File: config.mk
export PLATFORM = sky130hd
export DESIGN_NAME = substring_first_match
export DESIGN_NICKNAME = d
export VERILOG_FILES = /design/src/rtl/sfm_pkg.sv /design/src/rtl/sfm_front.sv /design/src/rtl/sfm_queue.sv /design/src/rtl/sfm_back.sv /design/src/rtl/substring_first_match.sv
export SDC_FILE = /design/constraint.sdc
export NUM_CORES = 1
export LEC_CHECK = 0
export BUFFER_PORTS_ARGS = -buffer_cell sky130_fd_sc_hd__buf_2
export CORE_MARGIN = 1.5
export CORE_UTILIZATION = 61
export DETAILED_ROUTE_END_ITERATION = 6
export PLACE_DENSITY = 0.91
export SLEW_MARGIN = 40
export SYNTH_ARGS = -nofsm -noshare
export SYNTH_HDL_FRONTEND = slang
export SYNTH_SLANG_ARGS = --single-unit
File: constraint.sdc
create_clock -name clock -period 6.4 [get_ports clock]
set_input_delay 0.32 -clock clock [delete_from_list [all_inputs] [get_ports clock]]
set_output_delay 0.32 -clock clock [all_outputs]
set_load 0.03 [all_outputs]
File: src/rtl/sfm_pkg.sv
// Types and constants shared by the substring first-match modules.
package sfm_pkg;

   localparam int MATCH_OFFSET_W = 32;
   localparam int CSR_DATA_W     = 64;
   localparam int PAT_LEN_W      = 4;
   localparam int QUEUE_DEPTH    = 2;

   typedef enum logic [0:0] {
      CSR_PATTERN_LENGTH = 1'b0,
      CSR_PATTERN_BYTES  = 1'b1
   } csr_index_type;

   typedef struct packed {
      logic [7:0] text_byte;
      logic       last_byte;
   } req_payload_type;

   typedef struct packed {
      logic                      found;
      logic [MATCH_OFFSET_W-1:0] match_offset;
   } rsp_payload_type;

   // One classified text byte, passed from the front to the back.
   typedef struct packed {
      logic                      hit;
      logic                      last;
      logic [MATCH_OFFSET_W-1:0] offset;
   } queue_entry_type;

endpackage

File: src/rtl/sfm_front.sv
// Front end: pattern registers, byte window, byte counter and window compare.
module sfm_front #(
   parameter int PATTERN_MAX = 8,
   parameter int OFFSET_BITS = 32
) (
   input  logic                    clock,
   input  logic                    reset,
   input  logic                    req_valid,
   output logic                    req_ready,
   input  sfm_pkg::req_payload_type req_payload,
   input  logic                    csr_write_enable,
   input  sfm_pkg::csr_index_type  csr_index,
   input  logic [sfm_pkg::CSR_DATA_W-1:0] csr_write_data,
   output logic                    push_valid,
   input  logic                    push_ready,
   output sfm_pkg::queue_entry_type push_entry
);
   import sfm_pkg::*;

   localparam int LEN_W = $clog2(PATTERN_MAX + 1);
   localparam int IDX_W = (PATTERN_MAX > 1) ? $clog2(PATTERN_MAX) : 1;
   localparam int PAT_W = PATTERN_MAX * 8;

   logic [PAT_LEN_W-1:0]   pattern_length_ff;
   logic [CSR_DATA_W-1:0]  pattern_bytes_ff;
   logic [7:0]             recent_ff [PATTERN_MAX];
   logic [7:0]             window_in [PATTERN_MAX];
   logic [OFFSET_BITS-1:0] bytes_seen_ff;
   logic [OFFSET_BITS-1:0] count_in;
   logic [OFFSET_BITS-1:0] offset_full;
   logic [LEN_W-1:0]       len_eff;
   logic [LEN_W-1:0]       sel;
   logic [PAT_W-1:0]       pattern_wide;
   logic                   hit;
   logic                   accept;

   assign accept     = req_valid && push_ready;
   assign req_ready  = push_ready;
   assign push_valid = req_valid;

   // Pattern bytes beyond the register width read as zero.
   assign pattern_wide = PAT_W'(pattern_bytes_ff);

   always_ff @(posedge clock) begin
      if (reset) begin
         pattern_length_ff <= '0;
         pattern_bytes_ff  <= '0;
      end else if (csr_write_enable) begin
         unique case (csr_index)
            CSR_PATTERN_LENGTH: pattern_length_ff <= csr_write_data[PAT_LEN_W-1:0];
            CSR_PATTERN_BYTES:  pattern_bytes_ff  <= csr_write_data;
            default: ;
         endcase
      end
   end

   always_comb begin
      if (int'(pattern_length_ff) > PATTERN_MAX) begin
         len_eff = LEN_W'(PATTERN_MAX);
      end else begin
         len_eff = LEN_W'(pattern_length_ff);
      end
   end

   always_comb begin
      window_in[0] = req_payload.text_byte;
      for (int k = 1; k < PATTERN_MAX; k++) begin
         window_in[k] = recent_ff[k-1];
      end
   end

   assign count_in = (bytes_seen_ff != '1) ? bytes_seen_ff + OFFSET_BITS'(1) : bytes_seen_ff;

   // Pattern byte i lines up with the window entry len-1-i, counted from the newest.
   always_comb begin
      sel = '0;
      hit = (count_in >= OFFSET_BITS'(len_eff));
      for (int i = 0; i < PATTERN_MAX; i++) begin
         if (LEN_W'(i) < len_eff) begin
            sel = len_eff - LEN_W'(1) - LEN_W'(i);
            if (window_in[sel[IDX_W-1:0]] != pattern_wide[8*i +: 8]) begin
               hit = 1'b0;
            end
         end
      end
   end

   assign offset_full = (len_eff == '0) ? '0 : count_in - OFFSET_BITS'(len_eff);

   always_comb begin
      push_entry.hit    = hit;
      push_entry.last   = req_payload.last_byte;
      push_entry.offset = MATCH_OFFSET_W'(offset_full);
   end

   always_ff @(posedge clock) begin
      if (accept) begin
         for (int k = 0; k < PATTERN_MAX; k++) begin
            recent_ff[k] <= window_in[k];
         end
      end
   end

   always_ff @(posedge clock) begin
      if (reset) begin
         bytes_seen_ff <= '0;
      end else if (accept) begin
         bytes_seen_ff <= req_payload.last_byte ? '0 : count_in;
      end
   end

endmodule

File: src/rtl/sfm_queue.sv
// Short first-in first-out queue between the front and the back.
module sfm_queue (
   input  logic                     clock,
   input  logic                     reset,
   input  logic                     push_valid,
   output logic                     push_ready,
   input  sfm_pkg::queue_entry_type push_entry,
   output logic                     pop_valid,
   input  logic                     pop_ready,
   output sfm_pkg::queue_entry_type pop_entry
);
   import sfm_pkg::*;

   localparam int PTR_W = (QUEUE_DEPTH > 1) ? $clog2(QUEUE_DEPTH) : 1;
   localparam int CNT_W = $clog2(QUEUE_DEPTH + 1);

   queue_entry_type  entries_ff [QUEUE_DEPTH];
   logic [PTR_W-1:0] wr_ptr_ff;
   logic [PTR_W-1:0] wr_ptr_in;
   logic [PTR_W-1:0] rd_ptr_ff;
   logic [PTR_W-1:0] rd_ptr_in;
   logic [CNT_W-1:0] fill_ff;
   logic [CNT_W-1:0] fill_in;
   logic             push;
   logic             pop;

   assign push_ready = (fill_ff != CNT_W'(QUEUE_DEPTH));
   assign pop_valid  = (fill_ff != '0);
   assign push       = push_valid && push_ready;
   assign pop        = pop_valid && pop_ready;
   assign pop_entry  = entries_ff[rd_ptr_ff];

   always_comb begin
      wr_ptr_in = wr_ptr_ff;
      rd_ptr_in = rd_ptr_ff;
      fill_in   = fill_ff;
      if (push) begin
         wr_ptr_in = (wr_ptr_ff == PTR_W'(QUEUE_DEPTH - 1)) ? '0 : wr_ptr_ff + PTR_W'(1);
      end
      if (pop) begin
         rd_ptr_in = (rd_ptr_ff == PTR_W'(QUEUE_DEPTH - 1)) ? '0 : rd_ptr_ff + PTR_W'(1);
      end
      if (push && !pop) begin
         fill_in = fill_ff + CNT_W'(1);
      end else if (pop && !push) begin
         fill_in = fill_ff - CNT_W'(1);
      end
   end

   always_ff @(posedge clock) begin
      if (reset) begin
         wr_ptr_ff <= '0;
         rd_ptr_ff <= '0;
         fill_ff   <= '0;
      end else begin
         wr_ptr_ff <= wr_ptr_in;
         rd_ptr_ff <= rd_ptr_in;
         fill_ff   <= fill_in;
      end
   end

   always_ff @(posedge clock) begin
      if (push) begin
         entries_ff[wr_ptr_ff] <= push_entry;
      end
   end

endmodule

File: src/rtl/sfm_back.sv
// Back end: decides which classified bytes give an answer and holds the result.
module sfm_back (
   input  logic                     clock,
   input  logic                     reset,
   input  logic                     pop_valid,
   output logic                     pop_ready,
   input  sfm_pkg::queue_entry_type pop_entry,
   output logic                     rsp_valid,
   input  logic                     rsp_ready,
   output sfm_pkg::rsp_payload_type rsp_payload
);
   import sfm_pkg::*;

   logic            rsp_valid_ff;
   logic            rsp_valid_in;
   rsp_payload_type rsp_payload_ff;
   rsp_payload_type rsp_payload_in;
   logic            answer_given_ff;
   logic            answer_given_in;
   logic            out_free;
   logic            pop;
   logic            emit;

   assign out_free  = !rsp_valid_ff || rsp_ready;
   assign pop_ready = out_free;
   assign pop       = pop_valid && out_free;
   assign emit      = !answer_given_ff && (pop_entry.hit || pop_entry.last);

   always_comb begin
      rsp_valid_in    = rsp_valid_ff;
      rsp_payload_in  = rsp_payload_ff;
      answer_given_in = answer_given_ff;
      if (out_free) begin
         rsp_valid_in = pop && emit;
      end
      if (pop) begin
         rsp_payload_in.found        = pop_entry.hit;
         rsp_payload_in.match_offset = pop_entry.hit ? pop_entry.offset : '0;
         if (pop_entry.last) begin
            answer_given_in = 1'b0;
         end else if (pop_entry.hit) begin
            answer_given_in = 1'b1;
         end
      end
   end

   always_ff @(posedge clock) begin
      if (reset) begin
         rsp_valid_ff    <= 1'b0;
         answer_given_ff <= 1'b0;
      end else begin
         rsp_valid_ff    <= rsp_valid_in;
         answer_given_ff <= answer_given_in;
      end
   end

   always_ff @(posedge clock) begin
      if (pop && emit) begin
         rsp_payload_ff <= rsp_payload_in;
      end
   end

   assign rsp_valid   = rsp_valid_ff;
   assign rsp_payload = rsp_payload_ff;

endmodule

File: src/rtl/substring_first_match.sv
// Top level of the streaming first-match substring search.
//
// This block searches a text, streamed in one byte per beat with a mark on the
// last byte, for the first occurrence of a pattern of up to PATTERN_MAX bytes.
// The pattern is set through the register port (length at index 0, bytes at
// index 1 with the first byte in bits 7 to 0) and should be written only while
// no byte is in flight inside the block; a change between two bytes of a text
// takes effect from the next byte on. Each text gives exactly one result beat:
// found with the start offset of the first match as soon as the match
// completes, or not-found with offset zero on the last byte. An empty pattern
// matches at offset zero on the first byte. The byte counter is OFFSET_BITS
// wide and saturates at its top value. The block takes one byte per clock
// cycle without a bubble while the queue has room: the window compare in the
// front end runs in the same cycle that a byte is taken, so the sustained
// rate is set by that compare and the decision in the back end. A result
// passes through the queue and the back end's output register before it shows
// on the result port. A two-entry queue between front and back lets the front
// keep taking bytes, until it is full, while a result waits on the output.
module substring_first_match #(
   parameter int PATTERN_MAX = 8,
   parameter int OFFSET_BITS = 32
) (
   input  logic                          clock,
   input  logic                          reset,
   input  logic                          req_valid,
   output logic                          req_ready,
   input  sfm_pkg::req_payload_type      req_payload,
   output logic                          rsp_valid,
   input  logic                          rsp_ready,
   output sfm_pkg::rsp_payload_type      rsp_payload,
   input  logic                          csr_write_enable,
   input  sfm_pkg::csr_index_type        csr_index,
   input  logic [sfm_pkg::CSR_DATA_W-1:0] csr_write_data
);
   import sfm_pkg::*;

   // Front to queue.
   logic            push_valid;
   logic            push_ready;
   queue_entry_type push_entry;

   // Queue to back.
   logic            pop_valid;
   logic            pop_ready;
   queue_entry_type pop_entry;

   // The front end shifts each byte into the window, counts bytes and tags the
   // byte with whether the pattern ends on it and where that match would start.
   sfm_front #(
      .PATTERN_MAX(PATTERN_MAX),
      .OFFSET_BITS(OFFSET_BITS)
   ) u_front (
      .clock            (clock),
      .reset            (reset),
      .req_valid        (req_valid),
      .req_ready        (req_ready),
      .req_payload      (req_payload),
      .csr_write_enable (csr_write_enable),
      .csr_index        (csr_index),
      .csr_write_data   (csr_write_data),
      .push_valid       (push_valid),
      .push_ready       (push_ready),
      .push_entry       (push_entry)
   );

   // The queue decouples the two halves so that a stalled result does not
   // stop the front end right away.
   sfm_queue u_queue (
      .clock      (clock),
      .reset      (reset),
      .push_valid (push_valid),
      .push_ready (push_ready),
      .push_entry (push_entry),
      .pop_valid  (pop_valid),
      .pop_ready  (pop_ready),
      .pop_entry  (pop_entry)
   );

   // The back end remembers whether this text already answered, drops the
   // bytes that need no answer and holds the result beat until it is taken.
   sfm_back u_back (
      .clock       (clock),
      .reset       (reset),
      .pop_valid   (pop_valid),
      .pop_ready   (pop_ready),
      .pop_entry   (pop_entry),
      .rsp_valid   (rsp_valid),
      .rsp_ready   (rsp_ready),
      .rsp_payload (rsp_payload)
   );

endmodule

### Word level (Yosys, flattened, before mapping)

Memories as Yosys holds them, arrays and structs flattened. A register that Yosys moved wholly into a read port is not among the register bits.
Index checks and enable logic that the tools add are counted.

| word-level totals | value |
|---|---|
| bits in registers | 139 |
| memory bits (writable) | 132 |
| input port bits | 79 |
| logic and storage cells | 137 |
| memories kept | 2 |

| operators by class | value |
|---|---|
| $add $sub $neg | 14 |
| order comparisons | 18 |
| eq/ne operators | 10 |
| multiplexer cells | 54 |
| bitwise operators | 9 |
| reduce and logical (&&, ||, !) cells | 20 |

Memories:

| name | words | bits a word | read ports | clocked after memory_dff | wr ports | line | RTL |
|---|---|---|---|---|---|---|---|
| u_queue.entries_ff | 2 | 34 | 1 | 1 | 1 | sfm_queue.sv:17 | `queue_entry_type entries_ff [QUEUE_DEPTH];` |
| u_front.recent_ff | 8 | 8 | 7 | 0 | 8 | sfm_front.sv:26 | `logic [7:0] recent_ff [PATTERN_MAX];` |

Operators by type and width:

| cell | count |
|---|---|
| 8-bit binary-select mux with 3-bit select | 8 |
| 8-bit 2-to-1 mux | 16 |
| 32-bit 2-to-1 mux | 3 |
| 8-bit != test | 8 |
| 32-bit by 1-bit adder with 32-bit output (second input constant) | 1 |
| 32-bit by 4-bit >= comparator with 1-bit output | 1 |
| 4-bit >= comparator (second input constant) | 8 |
| 32-bit != test (second input constant) | 1 |
| 3-bit NOT with 4-bit output | 8 |
| 32-bit by 4-bit subtractor with 32-bit output | 1 |
| 1-bit 2-to-1 mux | 24 |
| 3-bit by 4-bit less-than comparator with 1-bit output (first input constant) | 4 |
| 3-bit subtractor (second input constant) | 4 |
| 1-bit by 4-bit less-than comparator with 1-bit output (first input constant) | 2 |
| 2-bit by 4-bit less-than comparator with 1-bit output (first input constant) | 2 |
| 2-bit AND reduction | 4 |
| 1-bit logical AND | 6 |
| 2-bit nonzero test | 3 |
| 3-bit by 1-bit subtractor with 3-bit output (second input constant) | 2 |
| 3-bit by 2-bit subtractor with 3-bit output (second input constant) | 2 |
| 4-bit greater-than comparator (second input constant) | 1 |
| 1-bit zero test | 4 |
| 4-bit zero test | 1 |
| 2-bit 2-to-1 mux | 2 |
| 7 further kinds | 9 |

### Logic depth before layout (Yosys ltp)

Gate-level depths: netlist (run 1).

| depth | value |
|---|---|
| depth after elaboration | 24 |
| mapped depth | 20 |
| gate-level depth less buffers | 17 |

### Hierarchy

From an unflattened synthesis (run 1), not the netlist that was laid out.

| unflattened totals | value |
|---|---|
| cell total of the unflattened synthesis | 1508 |
| area total of the unflattened synthesis | 15264.6 µm² |

Modules (own cells, without submodules):

| module | instances | cells each | area an instance (µm²) |
|---|---|---|---|
| sfm_front | 1 | 1301 | 11292.1 |
| sfm_queue | 1 | 130 | 2675.1 |
| sfm_back | 1 | 77 | 1297.5 |

### Least setup slack after synthesis (run 1)

Ideal clock, no wire load.

| timing | value |
|---|---|
| path type | register -> register |
| start | reg u_front.pattern_length_ff[3] |
| end | mem u_queue.entries_ff[0][33] in the netlist's numbering (data pin) |
| library setup time | 137 ps |
| arrival | 4585 ps |
| required time | 6263 ps |
| path slack | 1678 ps |
| cell stages (with the launch flop) | 18 |
| path buffers | 6 |
| period minus slack after synthesis | 4722 ps |
| cells stage by stage | dfxtp_1 > nor2b_1 > buf_2 > buf_2 > buf_2 > buf_1 > ha_1 > clkbuf_1 > xnor2_1 > xnor2_1 > buf_2 > mux2i_1 > xnor2_1 > nor4_1 > nand4_1 > o31a_1 > a2111oi_0 > o311a_1 |

RTL lines:

| item | line | RTL |
|---|---|---|
| start: declaration | sfm_front.sv:24 | `logic [PAT_LEN_W-1:0] pattern_length_ff;` |
| start signal: assignment | sfm_front.sv:50 | `CSR_PATTERN_LENGTH: pattern_length_ff <= csr_write_data[PAT_LEN_W-1:0];` |
| end: declaration | sfm_queue.sv:17 |  |

==> results of run 1 <==
==> worst min-delay path, stage by stage <==
cell	delay, ps
buf_2	100
nand2_1	50
a21oi_1	50
==> layout make-up <==
cell class	count	area, um2
clock buffers	36	772.0
well taps	319	399.1
repair buffers	147	855.8
multi-input cells	1075	7510
clock inverters	13	116.4
fillers	1645	7048
flip-flops and latches	264	6859
inverters	14	52.55
==> metrics by stage <==
stage | area [um2] | hold WS, ps
floorplan | 14730 | 418.9
global placement | 15540 | 451.9
detailed placement | 15580 | 462.3
CTS | 16560 | 1.081
global route | 16560 | 11.36
finish | 16560 | 9.076
==> where the power goes <==
group	total (W)	internal, W	switching (W)
Sequential	0.00237	0.00218	0.000185
Clock	0.00158	0.000895	0.000682
Combinational	0.00160	0.000573	0.00102
Total	0.00554	0.00365	0.00189
==> state kept, by name, indices dropped and copies added, names as in the netlist, named ones only <==
register,count
u_front.pattern_bytes_ff,64
u_queue.wr_ptr_ff,1
u_back.rsp_valid,1
u_back.rsp_payload,33
u_front.pattern_length_ff,4
u_front.recent_ff,56
u_front.bytes_seen_ff,32
u_back.answer_given_ff,1
u_queue.entries_ff,68
u_queue.rd_ptr_ff,1
u_queue.fill_ff,2
==> final timing paths <==
| kind | from | endpoint | slack, ps | cells after the start |
|---|---|---|---|---|
| worst max-delay path | u_front.pattern_length_ff[3] | u_queue.entries_ff[0][33] | 1210 | 11 |
| worst min-delay path | csr_write_data[63] | u_front.pattern_bytes_ff[63] | 9 | 3 |
| worst max register to register | u_front.pattern_length_ff[3] | u_queue.entries_ff[0][33] | 1210 | 11 |
| worst min register to register | u_front.pattern_bytes_ff[57] | u_front.pattern_bytes_ff[57] | 470 | 2 |
==> repair_timing <==
action	CTS	global route
setup buffers	0	0
hold buffers	10	0
hold endpoints to repair	10	0
==> layer usage <==
metal	part of all wire, %	track usage [%]
met1	39	46.34
met5	0	0
met4	3.7	12.64
met2	46	52.88
met3	11	6.560
==> logic make-up (layout without fill, tap and decap cells) <==
group,after synthesis,after routing,share of synthesized area [%]
AND/OR/NAND/NOR,522,522,15.96
flip-flops,264,264,46.55
AO/OA/AOI/OAI,243,243,10.53
multiplexers,163,163,15.00
XOR/XNOR,138,138,8.206
buffers and inverters,110,210,2.931
adder cells (fa/ha/maj),9,9,0.8155
==> cell usage in the layout (no fill, tap or decap), types with 11 or more instances in the layout <==
cell,instances
nand3_1,23
mux4_2,46
nor2_1,164
o21ai_0,32
nor4_1,12
mux2i_1,114
a21oi_1,107
nand2b_1,11
buf_2,112
and3_1,13
xnor2_1,74
buf_4,23
nand2_1,194
a22oi_1,19
xor2_1,63
clkbuf_16,29
nand4_1,20
nor3_1,38
edfxtp_1,157
dfxtp_1,105
or3_1,13
==> metrics.yaml, run 1 <==
fp.dieH_um: 158.4
instances_no_fill: 1868
synth-seq-area-share_pct: 46.55
critPathMaxFanout: 40
path_buf_inv: 2
powerDensity_mw_per_mm2: 334.4
htreeDepth: 1
io_buffers: 113
cp-start-kind: "flip-flop"
place_congestion: 0.9777
synth_area_leaders: "edfxtp_1 (32%), dfxtp_1 (15%), mux2i_1 (7.8%)"
synth-seq-cells: 264
ios: 114
layout_setup_ws_ps: 1210
grt_max_degree: 100
cpMaxStageDelayCell: "dfxtp_1"
area_growth_syn_to_layout_pct: 12.46
min_period_over_period_pct: 81.10
synth-main-ff-cell: "edfxtp_1"
synth_top_area_share_pct: 32.01
setup_tns_ps: 0
num_rows: 56
synthTopCellsByCount: "nand2_1 (195), nor2_1 (167), edfxtp_1 (157)"
setup_violations: 0
via_count: 12340
ant_nets: 0
core_area_mm2: 0.02361
antenna_cells: 0
fin_crit_ps: 5190
max_freq_mhz: 192.7
clockRootBuffer: "clkbuf_16"
max_stage_delay_ps: 690
hp-class: "primary input to flip-flop"
synth_nets: 1537
drv_cap: 0
place_ws_ps: 1440
cts_num_sinks: 264
final_max_slew_viol_count: 0
first_global_vias: 11730
rsz0062_at_grt: "false"
nets: 1617
dpl.hpwl_mm: 28.73
tightest_slew_ps: 954.0
skew_ps: 20.52
viasPerCell: 6.608
cp.arrival_ps: 5590
grt_use_total_pct: 33.66
post-place-cells: 1809
grt_pass1_wl_mm: 64.94
synth_area_leader_cell: "edfxtp_1"
synthCells: 1449
p_leak_nw: 6.026
grt-ovfl-total: 0
postCtsResizedCells: 0
crit_chain: "nand2b_1 > inv_2 > ha_2 > buf_4 > mux4_2 > mux2i_1 > xnor2_1 > nor3_1 > a21bo_2 > a2111oi_0 > o311a_1"
clk-insertion-delay-late_ps: 560
hold_viol_final: 0
cts.path.max_buffers: 3
drc: 0
post_drt_wl_per_cell_um: 22.38
drive_gt1_share_pct: 16.66
yosys_warnings: 0
synth_enable_flop_cells: 157
cp_data_required_time_ps: 6800
yosysUniqueCellTypes: 67
worstSetupEndpointType: "flip-flop"
path_delay_family: "compound AO/OA/AOI/OAI gates"
dr.pass1.iters: 6
clkTransAtPathRegs_ps: 60
initial_utilization_pct: 62.38
power_w: 0.005539
synth_most_common_cell: "nand2_1"
grt_antenna_before_repair: 0
die_w_um: 158.4
numCtsBuffers: 27
vdd.ir_drop.worst_mv: 0.3597
ys_async_sr_fraction_pct: 0
avgSynthCellArea_um2: 10.17
crit_type: "flip-flop to flip-flop"
relSlewSlack_pct: 36.40
synth.cell_area_mm2: 0.01473
routed_wl_mm: 41.80
utilization_pct: 70.15
drtIter0Drc: 1616
cts_tree: "yes"
die_area_mm2: 0.02509
status: "finished clean"
Note: power is estimated with default switching activity, not from simulation.
==> inputs of run 2 (changes only) <==
--- a/config.mk
+++ b/config.mk
@@ -7,9 +7,9 @@
 export LEC_CHECK = 0
 export BUFFER_PORTS_ARGS = -buffer_cell sky130_fd_sc_hd__buf_2
 export CORE_MARGIN = 1.5
-export CORE_UTILIZATION = 61
+export CORE_UTILIZATION = 55
 export DETAILED_ROUTE_END_ITERATION = 6
-export PLACE_DENSITY = 0.91
+export PLACE_DENSITY = 0.87
 export SLEW_MARGIN = 40
 export SYNTH_ARGS = -nofsm -noshare
 export SYNTH_HDL_FRONTEND = slang
==> constraint.sdc (replaced) <==
create_clock -name clock -period 4.4 [get_ports clock]
set_input_delay 0.22 -clock clock [delete_from_list [all_inputs] [get_ports clock]]
set_output_delay 0.22 -clock clock [all_outputs]
set_load 0.03 [all_outputs]
==> metrics.yaml, run 2 (synthesis results as in run 1) <==
cp.arrival_ps: 4610  # -980 ps
place_congestion: 0.9529  # -2.5%
min_period_over_period_pct: 96.27  # +15 points
via_count: 12640  # +2.4%
postPlaceCellArea_mm2: 0.01588  # +1.9%
drv_cap: 0  # unchanged
final_common_cell: "nand2_1"
clkTransAtPathRegs_ps: 60  # about the same
violations: "design-rule violations"
tightest_slew_ps: 860.4  # -93.55 ps
max_freq_mhz: 236.1  # +23%
skew_ps: 27.37  # +6.847 ps
largest_reg_flops: 68  # unchanged
fp.dieH_um: 166.6  # +5.2%
io_buffers: 113  # unchanged
core_area_mm2: 0.02621  # +11%
critPathLaunch: "u_front.bytes_seen_ff[1]"
rsz0062_at_grt: "true"
powerDensity_mw_per_mm2: 469.6  # +40%
cts_num_sinks: 264  # unchanged
worstSetupEndpointType: "flip-flop"
vdd.ir_drop.worst_mv: 0.3829  # +6.5%
die_w_um: 166.6  # +5.2%
cts.path.max_buffers: 3  # unchanged
routed_wl_mm: 42.82  # +2.4%
dpl.hpwl_mm: 28.14  # -2.0%
clk-insertion-delay-late_ps: 570  # about the same
r2r-start: "u_front.bytes_seen_ff[1]"
ff2ff_path_depth: 17  # +6
cts_tree: "yes"
drc: 9  # +9
grt-ovfl-total: 0  # unchanged
grt_use_total_pct: 30.50  # -3.2 points
die_area_mm2: 0.02777  # +11%
cp_data_required_time_ps: 4770  # -2030 ps
status: "complete, but fails checks"
relSlewSlack_pct: 41.16  # +4.8 points
numCtsBuffers: 28  # +3.7%
p_leak_nw: 6.509  # +8.0%
layout_setup_ws_ps: 164.3  # -1045 ps
area_growth_syn_to_layout_pct: 19.41
drtIter0Drc: 1504  # -6.9%
r2r-end: "u_queue.entries_ff[1][17]"
hp-class: "primary input to flip-flop"
fillers: 1836  # +12%
initial_utilization_pct: 56.20  # -6.2 points
dr.pass1.iters: 7  # +1
grt_antenna_before_repair: 0  # unchanged
hold_viol_final: 0  # unchanged
design_area_mm2: 0.01759  # +6.2%
mostFrequentLayoutCells: "nand2_1 (194), nor2_1 (165), edfxtp_1 (157)"
ant_nets: 0  # unchanged
first_global_vias: 12290  # +4.8%
power_w: 0.008259  # +49%
critPathMaxFanout: 7  # -83%
clockRootBuffer: "clkbuf_16"
fin_crit_ps: 4236  # -954.5 ps
setup_violations: 0  # unchanged
multi_input_area_mm2: 0.007533  # +0.32%
post-place-cells: 1861  # +2.9%
ff_latch_area_mm2: 0.006862  # about the same
ios: 114  # unchanged
antenna_cells: 0  # unchanged
nets: 1717  # +6.2%
crit_type: "flip-flop to flip-flop"
post_drt_wl_per_cell_um: 21.56  # -3.7%
final_max_slew_viol_count: 0  # unchanged
viasPerCell: 6.362  # -3.7%
rrSetupSlack_ps: 160  # -1050 ps
endpoint: "u_queue.entries_ff[1][17]"
place_ws_ps: 80.24  # -1359 ps
htreeDepth: 1  # unchanged
cp-start-kind: "flip-flop"
grt_pass1_wl_mm: 67.02  # +3.2%
instances_no_fill: 1986  # +6.3%
num_rows: 59  # +5.4%
grt_max_degree: 71  # -29%
top_regs: "u_queue.entries_ff: 68 flops, u_front.pattern_bytes_ff: 64 flops, u_front.recent_ff: 56 flops"
drive_gt1_share_pct: 18.23  # +1.6 points
top_register: "u_queue.entries_ff"
[run 2: cell types whose count changed in the layout (fill, tap and decap cells not counted), sizes merged]
| cell | change |
|---|---|
| buf | +36 |
| dlygate4sd3 | +63 |
| clkbuf | +2 |
| clkinvlp | -1 |
| bufinv | +2 |
[run 2: cell type report]
| cell class | count | share of cell area (%) |
|---|---|---|
| timing repair buffer | 246 | 10.11 |
| clock inverter | 14 | 0.9319 |
| inverter | 14 | 0.2988 |
| sequential | 264 | 39.01 |
| multi-input combinational | 1075 | 42.83 |
| clock buffer | 38 | 4.432 |
| tap | 335 | 2.383 |
[run 2: timing repair]
action	CTS	global route
hold buffers	73	0
setup buffers	0	0
endpoints found under the setup margin	0	40
hold endpoints to repair	77	0
resized for setup	0	9
[run 2: how the worst min path moves through the flow]
stage	start	to	slack [ps]	cells after the start
after floorplan	req_payload[1]	u_front.recent_ff[0][0]	320	0
after global placement	u_front.pattern_bytes_ff[26]	u_front.pattern_bytes_ff[26]	450	2
after detailed placement	u_front.pattern_bytes_ff[26]	u_front.pattern_bytes_ff[26]	460	2
after CTS	csr_index	u_front.pattern_length_ff[2]	140	4
after global routing	req_payload[0]	u_queue.entries_ff[1][32]	160	1
final	reset	u_back.rsp_valid	140	2
[run 2: where the power goes]
part / internal, W / switching, W
Clock: 0.00142 / 0.00101
Sequential: 0.00317 / 0.000244
Combinational: 0.000906 / 0.00151
[run 2: worst max-delay path, cell delays in order (launching register included)]
cell and delay [ps]:
dfxtp_2 370, ha_2 230, nand4_4 160, or4b_1 580, buf_4 170, nor3_1 300
nand2_1 100, nand2_1 150, ha_1 280, nor2b_1 140, o21ai_0 140, nand2b_1 110
a21oi_2 200, o2111ai_2 130, or3_4 430, nor4_2 200, nor4_1 90, nor3_1 260
[run 2: layer usage]
metal | up-vias | track usage [%] | share of wire [%]
li1 | 5645 | - | -
met2 | 813 | 49.95 | 47
met5 | - | 0 | 0
met1 | 6030 | 39.41 | 38
met3 | 147 | 7.581 | 11
met4 | 0 | 11.03 | 4.1
[run 2: per-stage QoR]
| step | hold slack, ps | setup TNS [ps] | util (%) |
|---|---|---|---|
| 2_1_floorplan | 318.9 | 0 | - |
| 3_3_place_gp | 453.3 | 0 | 60.55 |
| 3_5_place_dp | 455.2 | 0 | 60.59 |
| 4_1_cts | 137.1 | 0 | 66.98 |
| 5_1_grt | 161.1 | -47.59 | 67.11 |
| 6_report | 141.3 | 0 | 67.11 |
